<file path="src/rtl/kde_ram.sv">
// ----------------------------------------------------------------------------
// kde_ram: generic single-port-write, single-port-read ram
// One write and one registered read per cycle; read data holds without re.
// ----------------------------------------------------------------------------
module kde_ram #(
  parameter int WIDTH = 16,
  parameter int DEPTH = 256
) (
  input  logic                                   clk,
  input  logic                                   we,
  input  logic [(DEPTH > 1 ? $clog2(DEPTH) : 1)-1:0] waddr,
  input  logic [WIDTH-1:0]                       wdata,
  input  logic                                   re,
  input  logic [(DEPTH > 1 ? $clog2(DEPTH) : 1)-1:0] raddr,
  output logic [WIDTH-1:0]                       rdata
);

  logic [WIDTH-1:0] mem_r [DEPTH];
  logic [WIDTH-1:0] rdata_r;

  // storage write
  always_ff @(posedge clk) begin
    if (we) begin
      mem_r[waddr] <= wdata;
    end
  end

  // registered read
  always_ff @(posedge clk) begin
    if (re) begin
      rdata_r <= mem_r[raddr];
    end
  end

  assign rdata = rdata_r;

endmodule

</file>
<file path="config.mk">
export PLATFORM = sky130hd
export DESIGN_NAME = kde_ram
export DESIGN_NICKNAME = d
export VERILOG_FILES = /design/src/rtl/kde_ram.sv
export SDC_FILE = /design/constraint.sdc
export NUM_CORES = 2
export LEC_CHECK = 0
export BUFFER_PORTS_ARGS = -buffer_cell sky130_fd_sc_hd__buf_2
export CORE_MARGIN = 1.5
export CORE_UTILIZATION = 50
export CTS_CLUSTER_DIAMETER = 30
export DETAILED_ROUTE_END_ITERATION = 6
export PLACE_DENSITY_LB_ADDON = 0.1
export SLEW_MARGIN = 20
export SYNTH_ARGS = -nofsm -noshare
export SYNTH_HDL_FRONTEND = slang
export SYNTH_SLANG_ARGS = --single-unit
</file>
<file path="constraint.sdc">
create_clock -name clk -period 4.9 [get_ports clk]
set_clock_uncertainty 0.1 [all_clocks]
set_input_delay 0.49 -clock clk [delete_from_list [all_inputs] [get_ports clk]]
set_output_delay 0.49 -clock clk [all_outputs]
set_load 0.1 [all_outputs]
</file>
==> flow_summary.yaml <==
grt:
  grt_pass1_wl_um: 624000
  grt_max_degree: 149
  antenna_found_initial: 26
  grt_use_total: 0.274
  overflow: 0
  grt_pass1_vias: 82195
timing:
  hold_viol_final: 0
  worstMarginPinSlew_ps: 1210
  finalSetupViolCount: 0
  fmax_ghz: 0.281
  post-route-min-period_ps: 3560
  max_slew_margin: 0.190
  rsz0062_at_grt: "false"
  finalCritPeriodShare: 0.727
  finalSetupTns_ps: 0
  fin_hold_ws_ps: 146
  drv_slew: 0
logic_synthesis:
  synth_flop_cell: "edfxtp_1"
  synth_edf_count: 4112
  yosys.cell_types.count: 51
  synth_warnings: 0
  synthArstFlopShare: 0
  ys_ff_latch: 4112
  synthCells: 7360
  synthesis.nets: 7395
  synth_area_um2: 159000
  synthTopCellsByCount: "4,112 x edfxtp_1, 797 x mux4_2, 565 x mux2i_1, 304 x nor2_1, 252 x o221ai_1"
  synth_top_area_frac: 0.777
  ys_seq_area_frac: 0.777
  synth_top_area_cell: "edfxtp_1"
  avgSynthCellArea_um2: 21.6
  synthTopCellsByArea: "edfxtp_1 78%, mux4_2 11%, mux2i_1 3.6%, o221ai_1 1.4%, nor2_1 0.72%"
  synth_most_common_cell: "edfxtp_1"
critical_path:
  slowest_delay_ps: 660
  reg2reg_from: "mem_r[10][15]"
  r2r_slack_ps: 1770
  crit_chain: "buf_8, nand2b_4, buf_12, buf_12, buf_4, o221ai_1, o22ai_1, a22oi_1, nand3_1, nor4_1"
  timing.rr.end: "rdata[15]"
  end_kind: "flop"
  start_kind: "primary input"
  worst-path-buf-inv: 4
  worstPathMaxFanout: 44
  critPathKind: "in -> reg"
  arrival_ps: 4300
  worstRegToRegCells: 7
  critPathMostFrequentCell: "buf_12"
  path_delay_family: "simple AND/OR/NAND/NOR gates"
  critPathRequiredTime_ps: 5630
  critPathSlowestCell: "nand3_1"
min_path:
  hold_depth: 4
  hold_start: "waddr[2]"
  whs_endpoint: "mem_r[204][10]"
  hp-class: "in -> reg"
die:
  core_area_um2: 315000
  initial_core_util: 0.504
  rows: 206
  fp.dieW_um: 567
  io-pin-count: 51
  die_y_um: 567
  die-area_um2: 321000
power:
  total_power_uw: 95600
  ir_worst_vdd_mv: 0.374
  p_leak_uw: 0.0636
  p_per_area_nw_per_um2: 493
cts:
  clk_pin_slew_worst_paths_ps: 50
  numCtsBuffers: 759
  cts_tree: "yes"
  clk-insertion-delay-late_ps: 1070
  cts.repair.resized: 0
  clock-root-buffer: "clkbuf_16"
  clk_path_buf_depth: 4
  clock_sinks: 4112
  htreeDepth: 6
drt:
  remaining_drc_errors: 0
  drt-pass1-iter-count: 6
  routed_via_density: 6.29
  first_iter_violations: 10541
  routed_wl_um: 443000
  antenna_left: 0
  vias: 82471
  drt-wirelength-per-cell_um: 33.8
place:
  portBuffers: 50
  hpwlAfterDp_um: 263000
  routabilityCongestion: 0.871
  post_dp_cell_area_um2: 167000
cells_and_area:
  finish.instance_area_um2: 194000
  multiInputGateArea_um2: 33100
  ff_latch_area_um2: 123000
  nets: 8312
  finish.utilization: 0.614
  area.growth.synth_to_final_pct: 22.0
  final_layout_size_suffix_gt1_frac: 0.319
  n_fill_cell: 22004
run:
  cap_violations: 0
status:
  outcome: "complete, no violations"
-- worst register-to-register path, cell delays in order, from the launching register on --
cell,delay (ps)
edfxtp_1,360
mux4_2,470
mux2_2,290
a22oi_1,420
nand2_1,260
o32ai_1,700
buf_4,220
nor4_1,40
-- how the worst max path moves through the flow --
stage,depth (start not counted),to,startpoint
3_5_place_dp,9,rdata[8],raddr[1]
2_1_floorplan,8,rdata[4],raddr[0]
4_1_cts,9,rdata[8],raddr[1]
5_1_grt,10,rdata[8],raddr[0]
3_3_place_gp,10,rdata[8],raddr[1]
6_report,10,rdata[8],raddr[1]
-- report_power, final --
| group | internal, uW | switching [uW] | leakage, uW | total [uW] |
|---|---|---|---|---|
| Clock | 34300 | 18500 | 0.0126 | 52800 |
| Combinational | 1280 | 2600 | 0.0140 | 3880 |
| Sequential | 38900 | 62.3 | 0.0370 | 39000 |
-- flip-flops by register name, indices dropped and copies added (netlist names) --
register / count
mem_r: 4096
rdata: 16
-- stage by stage --
step / worst slack (ps) / cells
2_1_floorplan: 2060 / 7360
3_3_place_gp: 432 / 11657
3_5_place_dp: 510 / 11659
4_1_cts: 1640 / 13093
5_1_grt: 1370 / 13094
6_report: 1340 / 13109
-- placed cells by master, fill, tap and decap left out, types with 95 or more instances in the layout --
master / instances
nor2_1: 199
clkbuf_16: 761
o221ai_1: 252
bufinv_16: 105
edfxtp_1: 4112
clkinv_1: 101
o22ai_1: 148
clkinv_2: 116
nor2_2: 95
a21oi_1: 175
mux4_2: 797
mux2i_1: 565
buf_4: 473
-- kinds of logic (layout without fill, tap and decap cells) --
logic type	Yosys count	count (layout)	synth area share
compound gates	786	786	0.0353
buf+inv	456	2029	0.0169
flops	4112	4112	0.777
mux	1450	1450	0.155
other cells	0	16	0
simple gates	556	556	0.0157
-- cell type report --
class / count / area share
Antenna cell: 16 / 0.000207
Sequential cell: 4112 / 0.637
Tap cell: 4160 / 0.0269
Clock buffer: 839 / 0.0998
Inverter: 4 / 0.000142
Clock inverter: 578 / 0.0362
Timing Repair Buffer: 608 / 0.0286
Multi-Input combinational cell: 2792 / 0.171
-- timing repair --
item,4_1_cts,5_1_grt
setup buffers,0,0
hold endpoints to repair,1195,0
hold buffers,17,0
-- layer usage --
layer / vias to the layer above / part of all wire / global-route usage
met3: 738 / 0.090 / 0.0549
li1: 33536 / - / -
met2: 4069 / 0.47 / 0.424
met1: 44114 / 0.41 / 0.393
met4: 14 / 0.033 / 0.0932
met5: - / 0.00021 / 0
(Power assumes the default switching activity.)
